==> config.mk <==
export PLATFORM = sky130hd
export DESIGN_NAME = msk_ctrl
export DESIGN_NICKNAME = d
export VERILOG_FILES = /design/src/rtl/msk_pkg.sv /design/src/rtl/msk_ctrl.sv
export SDC_FILE = /design/constraint.sdc
export NUM_CORES = 1
export LEC_CHECK = 0
export BUFFER_PORTS_ARGS = -buffer_cell sky130_fd_sc_hd__buf_2
export CORE_AREA = 10 10 47 49
export CTS_CLUSTER_DIAMETER = 60
export DETAILED_ROUTE_END_ITERATION = 7
export DIE_AREA = 0 0 57 59
export SETUP_SLACK_MARGIN = 0.2
export SLEW_MARGIN = 10
export SYNTH_ARGS = -nofsm -noshare
export SYNTH_HDL_FRONTEND = slang
export SYNTH_SLANG_ARGS = --single-unit
==> constraint.sdc <==
create_clock -name clock -period 1.6 [get_ports clock]
set_clock_uncertainty 0.05 [all_clocks]
set_input_delay 0.08 -clock clock [delete_from_list [all_inputs] [get_ports clock]]
set_output_delay 0.08 -clock clock [all_outputs]
set_load 0.01 [all_outputs]
==> src/rtl/msk_pkg.sv <==
// Package for the multi-stack engine: field widths, operation and status codes,
// default sizes, and the command/status structs between controller and datapath.
// No dependencies.
package msk_pkg;

   localparam int DEF_NUM_STACKS = 1024;
   localparam int DEF_POOL_DEPTH = 4096;

   localparam int KIND_W     = 2;
   localparam int SIDX_W     = 10;
   localparam int VALUE_W    = 32;
   localparam int CFG_W      = 11;
   localparam int REQ_DATA_W = 48;
   localparam int RSP_DATA_W = 32;

   localparam logic [CFG_W-1:0] CFG_RESET = 11'd1024;

   localparam logic [KIND_W-1:0] KIND_PUSH   = 2'd0;
   localparam logic [KIND_W-1:0] KIND_READ   = 2'd1;
   localparam logic [KIND_W-1:0] KIND_POP    = 2'd2;
   localparam logic [KIND_W-1:0] KIND_UNUSED = 2'd3;

   localparam logic STATUS_TOP  = 1'b0;
   localparam logic STATUS_FULL = 1'b1;

   // Commands from the controller to the datapath.
   typedef struct packed {
      logic clr_wr;       // clear one stack entry after reset
      logic take;         // capture request, read stack entry and free-list link
      logic push_commit;  // link a new node on top of the stack
      logic emit_full;    // report a dropped push
      logic node_rd;      // read value and link of the top node
      logic emit_top;     // report the top value
      logic pop_commit;   // unlink the top node and recycle it
   } msk_cmd_type;

   // Status from the datapath to the controller.
   typedef struct packed {
      logic              clr_last;
      logic              req_ok;
      logic [KIND_W-1:0] kind;
      logic              nonempty;
      logic              pool_free;
      logic              out_free;
   } msk_stat_type;

endpackage

==> src/rtl/msk_ctrl.sv <==
// Controller of the multi-stack engine: sequences the clearing pass and the
// steps of each request. Depends on msk_pkg.
module msk_ctrl (
   input  logic                  clock,
   input  logic                  reset,
   input  logic                  req_tvalid,
   output logic                  req_tready,
   output msk_pkg::msk_cmd_type  cmd,
   input  msk_pkg::msk_stat_type stat
);
   import msk_pkg::*;

   typedef enum logic [1:0] {
      ST_CLEAR,
      ST_IDLE,
      ST_HEAD,
      ST_NODE
   } state_type;

   state_type state_ff, state_in;

   always_comb begin
      state_in   = state_ff;
      cmd        = '0;
      req_tready = 1'b0;
      unique case (state_ff)
         ST_CLEAR: begin
            cmd.clr_wr = 1'b1;
            if (stat.clr_last) begin
               state_in = ST_IDLE;
            end
         end
         ST_IDLE: begin
            req_tready = 1'b1;
            // Requests with an unused kind or a stack out of range are dropped here.
            if (req_tvalid && stat.req_ok) begin
               cmd.take = 1'b1;
               state_in = ST_HEAD;
            end
         end
         ST_HEAD: begin
            if (stat.kind == KIND_PUSH) begin
               if (stat.pool_free) begin
                  cmd.push_commit = 1'b1;
                  state_in        = ST_IDLE;
               end else if (stat.out_free) begin
                  cmd.emit_full = 1'b1;
                  state_in      = ST_IDLE;
               end
            end else if (stat.nonempty) begin
               cmd.node_rd = 1'b1;
               state_in    = ST_NODE;
            end else begin
               state_in = ST_IDLE;
            end
         end
         ST_NODE: begin
            if (stat.kind == KIND_READ) begin
               if (stat.out_free) begin
                  cmd.emit_top = 1'b1;
                  state_in     = ST_IDLE;
               end
            end else begin
               cmd.pop_commit = 1'b1;
               state_in       = ST_IDLE;
            end
         end
         default: state_in = ST_IDLE;
      endcase
   end

   always_ff @(posedge clock) begin
      if (reset) begin
         state_ff <= ST_CLEAR;
      end else begin
         state_ff <= state_in;
      end
   end

endmodule

Word-level counts from Yosys, hierarchy flattened
Index checks and enable logic that the tools add are counted.
{"block": "op_classes", "n_reduce_logical": 4, "muxes": 22, "eq_ne": 6}
{"op": "$mux 2", "n": 9}
{"op": "$mux 1", "n": 11}
{"op": "$pmux 2 s4", "n": 1}
{"op": "$eq 2x1->1 const B", "n": 2}
{"op": "$eq 2x2->1 const B", "n": 2}
{"op": "$logic_not 2->1", "n": 2}
{"op": "$ne 2x2->1 const B", "n": 2}
{"op": "$mux 3", "n": 1}
{"op": "$reduce_and 2->1", "n": 1}
{"op": "$logic_and 1x1->1", "n": 1}
{"block": "totals", "out_inout_bits": 8, "in_bits": 10, "reg_bits": 2}

Logic depth before layout (Yosys ltp)
Gate-level depths: netlist of run 1.
{"block": "logic_depth", "depth_word": 4, "ltp_mapped": 3, "ltp_nobuf": 3}

Worst setup path before layout of run 1
Ideal clock, no wire load.
{"block": "synth_path", "path_kind": "register to register", "from": "reg state_ff[0]", "to": "reg state_ff[1]", "path_stages_with_launch": 4, "period_less_slack_ns": 1.557, "arrival_ns": 1.416, "slack_ns": 0.043, "path_buffers": 0, "required_ns": 1.459, "cell_sequence": "dfxtp_1 or4b_4 or3_1 a311oi_1"}
{"block": "synth_between", "elab_chain_cells": 3}
{"item": "from (decl)", "line_no": "msk_ctrl.sv:20", "source": "state_type state_ff, state_in;"}
{"item": "from (signal assigned)", "line_no": "msk_ctrl.sv:76", "source": "state_ff <= state_in;"}
{"item": "$eq 2x1->1 or $logic_not 2->1 (tied branches)", "line_no": "msk_ctrl.sv:26", "source": "unique case (state_ff)"}
{"item": "$ne 2x2->1 (no source line)"}
{"item": "$reduce_and 2->1 (no source line)"}
Parallel ways exist; a longest one is shown, timed or not.
A chain may end at the register's enable or synchronous reset.

Worst setup path in the final report of run 1
Same ends and word-level chain as after synthesis.

==> flow_summary.rst, run 1 <==
.. list-table::
   :header-rows: 1

   * - Metric
     - Value
   * - Run status
     - finished clean
   * - Crit start category
     - register
   * - Yosys top cell by area
     - sky130_fd_sc_hd__dfxtp_1
   * - Least setup slack across all paths after layout
     - 113 ps
   * - Share of power burned in registers
     - 23.5%
   * - Die Span X
     - 57 µm
   * - Combinational Power Share
     - 29.5%
   * - Average cell area after synthesis
     - 7.23 µm²
   * - Global-route wire length before repair
     - 1350 µm
   * - Registers with the highest flip-flop counts
     - state_ff: 2 flops
   * - Number of nets in the final layout
     - 62
   * - Area added between synthesis and finish
     - 90.4%
   * - Placement row count
     - 14
   * - Post-route DRC violation count
     - 0
   * - Post-placement worst setup slack
     - 145 ps
   * - Final Routed Wirelength
     - 813 µm
   * - Number of maximum-capacitance constraint violations
     - 0
   * - Maximum level of the CTS H-tree
     - 1
   * - Final number of setup-violating endpoints
     - 0
   * - Number of max-slew violations in the final report
     - 0
   * - Clock period minus worst slack
     - 1490 ps
   * - Port Buf Inserts
     - 17
   * - Worst-skew pair later-pin latency
     - 230 ps
   * - Buffers inserted by post-CTS timing repair
     - 0
   * - Total Routing Usage GR
     - 5.40%
   * - Slowest cell on the critical path
     - sky130_fd_sc_hd__or4b_4
   * - Total nets after synthesis
     - 37
   * - Transition time of the tightest slew-check pin
     - 324 ps
   * - Overflow left after global routing
     - 0
   * - Instance count of the mapped netlist
     - 27
   * - Sw Share
     - 28.3%
   * - Flip-flop and latch count after synthesis
     - 2
   * - Worst endpoint required time
     - 1680 ps
   * - Maximum number of pins on one net before global-route repair
     - 9
   * - Headroom to the max-slew limit
     - 78.2%
   * - Root buffer cell
     - sky130_fd_sc_hd__clkbuf_4
   * - Peak supply drop
     - 0.167 mV
   * - Kind of capture point of the worst setup path
     - register
   * - Sequential cell area
     - 42.5 µm²
   * - Number of failing hold endpoints at the final stage
     - 0
   * - List of cells traversed by the critical path
     - or4b_4 -> or3_4 -> a311oi_2
   * - Fillcell total
     - 168
   * - Fraction of the yosys area taken by sequential cells
     - 20.5%
   * - Total Negative Setup Slacks
     - 0 ps
   * - Power density over the cells
     - 649 nW/µm²
   * - Antenna Diode Count
     - 0
   * - Largest reg by FF count
     - state_ff
   * - Top achievable clock speed
     - 0.673 GHz
   * - Largest register FFs
     - 2
   * - Floorplan die area
     - 3360 µm²
   * - Critical path fanouts, max
     - 4
   * - Most frequent cells in the layout
     - sky130_fd_sc_hd__buf_2 (17), sky130_fd_sc_hd__nand2_1 (3), sky130_fd_sc_hd__nor2_1 (3), sky130_fd_sc_hd__inv_1 (3), sky130_fd_sc_hd__clkbuf_4 (3)
   * - Internal
     - 0.000173 W
   * - Fraction of final layout cells with drive strength greater than 1
     - 62.0%
   * - Antenna viol nets, final
     - 0
   * - Endpoint arrival time on the critical path
     - 1570 ps
   * - Area share of the largest cell type after synthesis
     - 20.5%
   * - Number of buffers on the longest clock path
     - 2
   * - Number of synthesis warnings
     - 0
   * - Router iterations before antenna repair
     - 4
   * - Setup slack of the worst register-to-register path
     - 110 ps
   * - Most common library cell in the layout ignoring fill and taps
     - sky130_fd_sc_hd__buf_2
   * - Number of design-rule violations left by the first detailed-router iteration
     - 1
   * - Average detailed-routed wire length per instance
     - 12.3 µm
   * - Tcrit/Tclk final
     - 92.9%
   * - Starting density of the core
     - 13.9%
   * - Area of the multi-input gates
     - 165 µm²
   * - Synth cell types
     - 16
   * - Unrepaired setup endpoints after global routing
     - true
   * - Ports
     - 18
   * - Vias per cell
     - 4.29
   * - Post-detailed-placement half-perimeter wirelength
     - 637 µm
   * - Vert. Die Dim
     - 59 µm
   * - Max incr delay on CP
     - 510 ps
   * - Number of buffers added by the clock tree synthesis step
     - 3
   * - Switching power of the nets
     - 0.0000683 W
   * - Clock transition at path regs
     - 30 ps
   * - Initial antenna violation count
     - 0
   * - Clock tree from TritonCTS
     - built
   * - Portion of total power attributed to the clock network
     - 46.9%
   * - Final weighted congestion in routability-driven placement
     - 0.753
   * - Standby leakage power
     - 0.188 nW
   * - Number of global-route vias before repair
     - 325
   * - Top cells by area, synth
     - sky130_fd_sc_hd__dfxtp_1 (21%), sky130_fd_sc_hd__a311oi_1 (9.0%), sky130_fd_sc_hd__nor3b_1 (7.7%)
   * - Core region area
     - 1400 µm²
   * - Clock net sink count
     - 2
   * - Classification of the worst setup path
     - register to register
   * - Worst Hold Class
     - primary input to register
   * - Netlist Area Pre-Place
     - 195 µm²
   * - Detailed-route via count
     - 283
==> area by class of cell <==
cell class / instances / area share [%]
inverter: 3 / 3.03
clock buffer: 3 / 6.06
tap: 16 / 5.39
timing repair buffer: 20 / 29.6
multi-input combinational: 22 / 44.4
sequential: 2 / 11.4
==> Yosys cell counts <==
cell type,count
sky130_fd_sc_hd__and2b_1,1
sky130_fd_sc_hd__nand2_1,3
sky130_fd_sc_hd__o21ai_0,2
sky130_fd_sc_hd__and2b_2,1
sky130_fd_sc_hd__a21oi_1,1
sky130_fd_sc_hd__inv_1,3
sky130_fd_sc_hd__nor3b_1,2
sky130_fd_sc_hd__nor2_1,3
sky130_fd_sc_hd__dfxtp_1,2
sky130_fd_sc_hd__o32ai_1,1
sky130_fd_sc_hd__and4_2,1
sky130_fd_sc_hd__and3_1,1
sky130_fd_sc_hd__or4b_4,1
sky130_fd_sc_hd__a311oi_1,2
sky130_fd_sc_hd__or3_1,2
sky130_fd_sc_hd__nor2b_1,1
==> routing by layer <==
layer	wire, µm	track usage [%]	vias to the layer above
met5	0	0	-
met2	376	7.29	14
met1	351	5.34	122
met4	12	7.05	0
li1	-	-	145
met3	73	2.58	2
==> cells by family (layout without fill, tap and decap cells) <==
kind of cell           count (synthesis)  in the layout  share of synthesized area (%)
and+or+nand+nor                       16             16                           52.6
AOI/OAI and AO/OA                      6              6                           21.2
buffers and inverters                  3             26                           5.77
DFF                                    2              2                           20.5
==> what timing repair did <==
item	4_1_cts	5_1_grt
endpoints found under the setup margin	3	5
resized for setup	2	2
hold buffers	1	0
hold endpoints to repair	2	0
pin swaps	0	1
==> worst max-delay path: cells and delay by family, from the launching register on <==
kind,cells,cell delay (ps)
and+or+nand+nor,2,860
AOI/OAI and AO/OA,1,180
DFF,1,300
==> power groups by stage <==
| stage | registers (W) | clock network (W) | logic [W] |
|---|---|---|---|
| after global routing | 0.0000573 | 0.000121 | 0.0000810 |
| after floorplan | 0.0000610 | 0 | 0.0000271 |
| final | 0.0000567 | 0.000113 | 0.0000712 |
| after CTS | 0.0000567 | 0.000121 | 0.0000697 |
| after detailed placement | 0.0000574 | 0 | 0.0000660 |
| after global placement | 0.0000572 | 0 | 0.0000654 |
==> path summary, 6_finish.rpt <==
check	to	cells after the start	startpoint
max reg2reg	state_ff[1]	3	state_ff[0]
min	state_ff[0]	4	stat[5]
max	state_ff[1]	3	state_ff[0]
min reg2reg	state_ff[1]	3	state_ff[0]
==> metrics by stage <==
stage | hold slack (ps) | util (%) | instances | total power [W] | cell area, µm²
final | 107 | 26.5 | 66 | 0.000241 | 372
after global routing | 121 | 26.5 | 66 | 0.000259 | 372
after CTS | 95.1 | 25.7 | 66 | 0.000247 | 360
after detailed placement | 200 | 22.7 | 62 | 0.000123 | 318
after global placement | 202 | 22.7 | 62 | 0.000123 | 318
after floorplan | 91.7 | - | 27 | 0.0000882 | 198
Note: power is estimated with default switching activity, not from simulation.
==> inputs of run 2 (changes only) <==
--- a/config.mk
+++ b/config.mk
@@ -6,10 +6,11 @@
 export NUM_CORES = 1
 export LEC_CHECK = 0
 export BUFFER_PORTS_ARGS = -buffer_cell sky130_fd_sc_hd__buf_2
-export CORE_AREA = 10 10 47 49
+export CORE_AREA = 5 5 42 44
+export CTS_BUF_LIST = sky130_fd_sc_hd__clkbuf_8
 export CTS_CLUSTER_DIAMETER = 60
 export DETAILED_ROUTE_END_ITERATION = 7
-export DIE_AREA = 0 0 57 59
+export DIE_AREA = 0 0 47 49
 export SETUP_SLACK_MARGIN = 0.2
 export SLEW_MARGIN = 10
 export SYNTH_ARGS = -nofsm -noshare
==> flow_summary.rst, run 2 (synthesis results as in run 1) <==
.. list-table::
   :header-rows: 1

   * - Metric
     - Value
   * - Run status
     - finished clean
   * - Reg2Reg Capture Point
     - state_ff[1]
   * - Hold_ws
     - 120 ps
   * - Number of max-slew violations in the final report
     - 0
   * - Endpoint arrival time on the critical path
     - 1540 ps
   * - Port Buf Inserts
     - 17
   * - Finished Core Util
     - 27.8%
   * - Hold path start
     - stat[5]
   * - Final number of setup-violating endpoints
     - 0
   * - Setup slack of the worst register-to-register path
     - 120 ps
   * - Final weighted congestion in routability-driven placement
     - 0.694
   * - Power density over the cells
     - 833 nW/µm²
   * - Clock tree from TritonCTS
     - built
   * - Portion of total power attributed to the clock network
     - 61.0%
   * - Unrepaired setup endpoints after global routing
     - true
   * - Number of global-route vias before repair
     - 284
   * - Maximum level of the CTS H-tree
     - 1
   * - Core region area
     - 1400 µm²
   * - Overflow left after global routing
     - 0
   * - Post-detailed-placement half-perimeter wirelength
     - 538 µm
   * - Clock transition at path regs
     - 30 ps
   * - Vert. Die Dim
     - 49 µm
   * - Internal
     - 0.000250 W
   * - Detailed-route via count
     - 282
   * - Die Span X
     - 47 µm
   * - Most frequent cells in the layout
     - sky130_fd_sc_hd__buf_2 (16), sky130_fd_sc_hd__nand2_1 (3), sky130_fd_sc_hd__nor2_1 (3), sky130_fd_sc_hd__clkbuf_8 (3)
   * - Largest reg by FF count
     - state_ff
   * - Buffers inserted by post-CTS timing repair
     - 0
   * - Hold Path Sink
     - state_ff[0]
   * - Headroom to the max-slew limit
     - 84.3%
   * - Number of buffers on the longest clock path
     - 2
   * - Number of maximum-capacitance constraint violations
     - 0
   * - Standby leakage power
     - 0.192 nW
   * - Number of buffers added by the clock tree synthesis step
     - 3
   * - Number of failing hold endpoints at the final stage
     - 0
   * - Maximum number of pins on one net before global-route repair
     - 9
   * - Critical path fanouts, max
     - 4
   * - Global-route wire length before repair
     - 1110 µm
   * - Worst Hold Class
     - primary input to register
   * - Crit start category
     - register
   * - Placed Cells incl. Taps
     - 62
   * - Cell area after layout
     - 389 µm²
   * - Clock net sink count
     - 2
   * - Worst-skew pair later-pin latency
     - 210 ps
   * - Post-route DRC violation count
     - 0
   * - Router iterations before antenna repair
     - 4
   * - Area added between synthesis and finish
     - 99.4%
   * - Initial antenna violation count
     - 0
   * - Final Routed Wirelength
     - 672 µm
   * - Count of cells along the worst hold path
     - 4
   * - Fraction of final layout cells with drive strength greater than 1
     - 60.0%
   * - Tcrit/Tclk final
     - 92.5%
   * - Number of design-rule violations left by the first detailed-router iteration
     - 3
   * - Classification of the worst setup path
     - register to register
   * - Critical R2R Launch
     - state_ff[0]
   * - Root buffer cell
     - sky130_fd_sc_hd__clkbuf_8
   * - Total Routing Usage GR
     - 6.82%
   * - Peak supply drop
     - 0.241 mV
   * - Layout Cells excl Fill
     - 66
   * - Average detailed-routed wire length per instance
     - 10.2 µm
   * - Clock period minus worst slack
     - 1480 ps
   * - Top achievable clock speed
     - 0.676 GHz
   * - Kind of capture point of the worst setup path
     - register
   * - Number of nets in the final layout
     - 62
   * - Instance area at placement
     - 318 µm²
   * - Most common library cell in the layout ignoring fill and taps
     - sky130_fd_sc_hd__buf_2
   * - Combinational Power Share
     - 21.4%
   * - Floorplan die area
     - 2300 µm²
   * - Largest register FFs
     - 2
   * - Ports
     - 18
   * - Antenna viol nets, final
     - 0
   * - Total Negative Setup Slacks
     - 0 ps
   * - Starting density of the core
     - 13.9%
   * - Antenna Diode Count
     - 0
   * - Vias per cell
     - 4.27
   * - Worst endpoint required time
     - 1660 ps
   * - Sw Share
     - 23.0%
   * - Registers with the highest flip-flop counts
     - state_ff: 2 flops
   * - Transition time of the tightest slew-check pin
     - 234 ps
   * - Placement row count
     - 14
   * - Number of cells on the worst reg-to-reg path
     - 3
   * - Switching power of the nets
     - 0.0000748 W
   * - Share of power burned in registers
     - 17.6%
[run 2: how the worst max path moves through the flow]
stage	start	slack (ps)	to
floorplan	state_ff[1]	140	state_ff[1]
global placement	state_ff[0]	170	state_ff[1]
detailed placement	state_ff[0]	130	state_ff[1]
CTS	state_ff[0]	110	state_ff[1]
global route	state_ff[0]	70	cmd[3]
finish	state_ff[0]	120	state_ff[1]
[run 2: critical path: stages (launching register included)]
cell and delay, ps:
sky130_fd_sc_hd__dfxtp_2 300, sky130_fd_sc_hd__or4b_4 500, sky130_fd_sc_hd__or3_1 330, sky130_fd_sc_hd__a311oi_1 200
[run 2: routing by layer]
layer	up-vias	track usage, %	routed length [µm]
li1	146	-	-
met1	117	8.30	283
met2	17	9.28	284
met3	2	1.11	87
met4	0	6.91	16
met5	-	0	0
[run 2: cell type report]
type / instances / area, µm²
flip-flops and latches: 2 / 42.5
well taps: 16 / 20.0
clock buffers: 3 / 41.3
fillers: 164 / 1010
repair buffers: 20 / 120
inverters: 3 / 11.3
multi-input cells: 22 / 154
[run 2: repair_timing]
action / in CTS / in global routing
cloned: 0 / 0
endpoints found under the setup margin: 2 / 4
hold buffers: 1 / 0
gates resized for setup: 1 / 4
endpoints found under the hold margin: 2 / 0
[run 2: through the flow]
stage	setup WS, ps	total power [W]
finish	120	0.000324
global route	67.5	0.000348
CTS	112	0.000329
detailed placement	129	0.000122
global placement	166	0.000122
floorplan	140	0.0000882
[run 2: power by group through the flow]
stage	Clock (W)	Combinational, W	Sequential [W]
3_5_place_dp	0	0.0000648	0.0000575
5_1_grt	0.000213	0.0000770	0.0000580
6_report	0.000198	0.0000694	0.0000571
3_3_place_gp	0	0.0000647	0.0000571
4_1_cts	0.000204	0.0000677	0.0000570
2_1_floorplan	0	0.0000271	0.0000610
==> inputs of run 3 (changes only) <==
--- a/config.mk
+++ b/config.mk
@@ -5,6 +5,7 @@
 export SDC_FILE = /design/constraint.sdc
 export NUM_CORES = 1
 export LEC_CHECK = 0
+export ABC_AREA = 1
 export BUFFER_PORTS_ARGS = -buffer_cell sky130_fd_sc_hd__buf_2
 export CORE_AREA = 5 5 42 44
 export CTS_BUF_LIST = sky130_fd_sc_hd__clkbuf_8
==> flow_summary.rst, run 3 <==
.. list-table::
   :header-rows: 1

   * - Metric
     - Value
   * - Maximum number of pins on one net before global-route repair
     - 7
   * - Post-route DRC violation count
     - 0
   * - Post-detailed-placement half-perimeter wirelength
     - 537 µm
   * - Detailed-route via count
     - 289
   * - Yosys top cell by area
     - sky130_fd_sc_hd__dfxtp_1
   * - Root buffer cell
     - sky130_fd_sc_hd__clkbuf_8
   * - Global-route wire length before repair
     - 959 µm
   * - Clock transition at path regs
     - 30 ps
   * - Area share of the largest cell type after synthesis
     - 19.3%
   * - Maximum level of the CTS H-tree
     - 1
   * - Fraction of final layout cells with drive strength greater than 1
     - 52.6%
   * - Number of design-rule violations left by the first detailed-router iteration
     - 6
   * - Tcrit/Tclk final
     - 79.4%
   * - Starting density of the core
     - 14.8%
   * - Number of buffers added by the clock tree synthesis step
     - 3
   * - Top achievable clock speed
     - 0.787 GHz
   * - Classification of the worst setup path
     - register to output port
   * - Design Power
     - 0.000351 W
   * - Number of nets in the final layout
     - 69
   * - Power density over the cells
     - 951 nW/µm²
   * - Flip-flop and latch count after synthesis
     - 2
   * - Final Routed Wirelength
     - 625 µm
   * - Vias per cell
     - 3.96
   * - Async S/R FF share, synth
     - 0%
   * - Antenna viol nets, final
     - 0
   * - Critical path fanouts, max
     - 6
   * - Number of failing hold endpoints at the final stage
     - 0
   * - Final weighted congestion in routability-driven placement
     - 0.799
   * - Worst endpoint required time
     - 1470 ps
   * - Standby leakage power
     - 0.212 nW
   * - Most frequent cells in the layout
     - sky130_fd_sc_hd__buf_2 (17), sky130_fd_sc_hd__nand2_1 (6), sky130_fd_sc_hd__nor2_1 (5), sky130_fd_sc_hd__inv_1 (5), sky130_fd_sc_hd__inv_2 (4)
   * - Floorplan die area
     - 2300 µm²
   * - Crit start category
     - register
   * - Most common library cells after synthesis
     - sky130_fd_sc_hd__nand2_1 (6), sky130_fd_sc_hd__inv_1 (5), sky130_fd_sc_hd__nor2_1 (5)
   * - Port Buf Inserts
     - 17
   * - Fraction of the yosys area taken by sequential cells
     - 19.3%
   * - Total Negative Setup Slacks
     - 0 ps
   * - Transition time of the tightest slew-check pin
     - 254 ps
   * - Core region area
     - 1400 µm²
   * - Headroom to the max-slew limit
     - 83.0%
   * - Clock tree from TritonCTS
     - built
   * - Least setup slack across all paths after layout
     - 329 ps
   * - Post-synth EDFFs
     - 0
   * - Number of max-slew violations in the final report
     - 0
   * - Number of maximum-capacitance constraint violations
     - 0
   * - Number of buffers on the longest clock path
     - 2
   * - Buffers inserted by post-CTS timing repair
     - 0
   * - Initial antenna violation count
     - 0
   * - Most instantiated flip-flop cell in the synthesis netlist
     - sky130_fd_sc_hd__dfxtp_1
   * - Largest reg by FF count
     - state_ff
   * - Synth cell types
     - 15
   * - Die Span X
     - 47 µm
   * - Number of synthesis warnings
     - 0
   * - Endpoint arrival time on the critical path
     - 1140 ps
   * - Registers with the highest flip-flop counts
     - state_ff: 2 flops
   * - Worst-skew pair later-pin latency
     - 210 ps
   * - Total Routing Usage GR
     - 5.91%
   * - Overflow left after global routing
     - 0
   * - Ports
     - 18
   * - Vert. Die Dim
     - 49 µm
   * - Clock period minus worst slack
     - 1270 ps
   * - Antenna Diode Count
     - 0
   * - Most common library cell in the layout ignoring fill and taps
     - sky130_fd_sc_hd__buf_2
   * - Unrepaired setup endpoints after global routing
     - false
   * - Worst Hold Class
     - primary input to register
   * - Run status
     - finished clean
   * - Post-placement worst setup slack
     - 528 ps
   * - Largest register FFs
     - 2
   * - Router iterations before antenna repair
     - 4
   * - Average cell area after synthesis
     - 5.77 µm²
   * - Average detailed-routed wire length per instance
     - 8.56 µm
   * - Placement row count
     - 14
   * - Most common cell in the netlist
     - sky130_fd_sc_hd__nand2_1
   * - Clock net sink count
     - 2
   * - Final number of setup-violating endpoints
     - 0
   * - Area added between synthesis and finish
     - 77.7%
   * - Number of global-route vias before repair
     - 265
   * - Kind of capture point of the worst setup path
     - output port
   * - Top cells by area, synth
     - sky130_fd_sc_hd__dfxtp_1 (19%), sky130_fd_sc_hd__nand2_1 (11%), sky130_fd_sc_hd__inv_1 (9.0%)
   * - Netlist Area Pre-Place
     - 208 µm²
   * - Instance count of the mapped netlist
     - 36
   * - Peak supply drop
     - 0.274 mV
   * - Total nets after synthesis
     - 46
-- run 3: worst max-delay path, cell delays in order (launching register included) --
cell	delay, ps
sky130_fd_sc_hd__dfxtp_1	450
sky130_fd_sc_hd__nand2_2	110
sky130_fd_sc_hd__nor4_1	210
sky130_fd_sc_hd__buf_2	170
-- run 3: layout make-up --
class | count | area, µm²
multi-input combinational | 25 | 139
sequential | 2 | 40.0
tap | 16 | 20.0
fill | 168 | 1030
inverter | 9 | 33.8
timing repair buffer | 18 | 95.1
clock buffer | 3 | 41.3
-- run 3: stage by stage --
stage	hold slack [ps]	utilization, %	instance area [µm²]	std cells
after CTS	194	26.0	364	73
final	195	26.3	369	73
after global placement	203	22.3	313	69
after detailed placement	205	22.3	313	69
after floorplan	92.4	-	208	36
after global routing	215	26.3	369	73
-- run 3: worst paths after layout --
check,from,endpoint,slack (ps),depth (start not counted)
setup reg to reg,state_ff[1],state_ff[0],590,5
hold / removal,req_tvalid,state_ff[0],190,4
hold reg to reg,state_ff[0],state_ff[0],590,4
setup / recovery,state_ff[1],cmd[3],330,3
-- run 3: cells by family (layout without fill, tap and decap cells) --
family	after synthesis	count (layout)	share of synthesized area [%]
AOI/OAI and AO/OA	2	2	8.44
DFF	2	2	19.3
and+or+nand+nor	23	23	56.0
buffers and inverters	9	30	16.3
-- run 3: layer usage --
metal	GRT usage [%]	wire length, µm	share of wire, %
met1	5.91	254	41
met2	9.50	292	47
met3	3.32	77	12
met4	2.76	0	0
met5	0	0	0
-- run 3: repair_timing --
action | in CTS | in global routing
hold endpoints to repair | 1 | 0
hold buffers | 1 | 0
gates resized for setup | 0 | 1
setup endpoints to repair | 0 | 1
-- run 3: power breakdown --
| part | total [W] | switching (W) | internal, W |
|---|---|---|---|
| clock network | 0.000195 | 0.0000365 | 0.000159 |
| registers | 0.0000646 | 0.00000821 | 0.0000564 |
| logic | 0.0000911 | 0.0000529 | 0.0000382 |
| total | 0.000351 | 0.0000976 | 0.000253 |
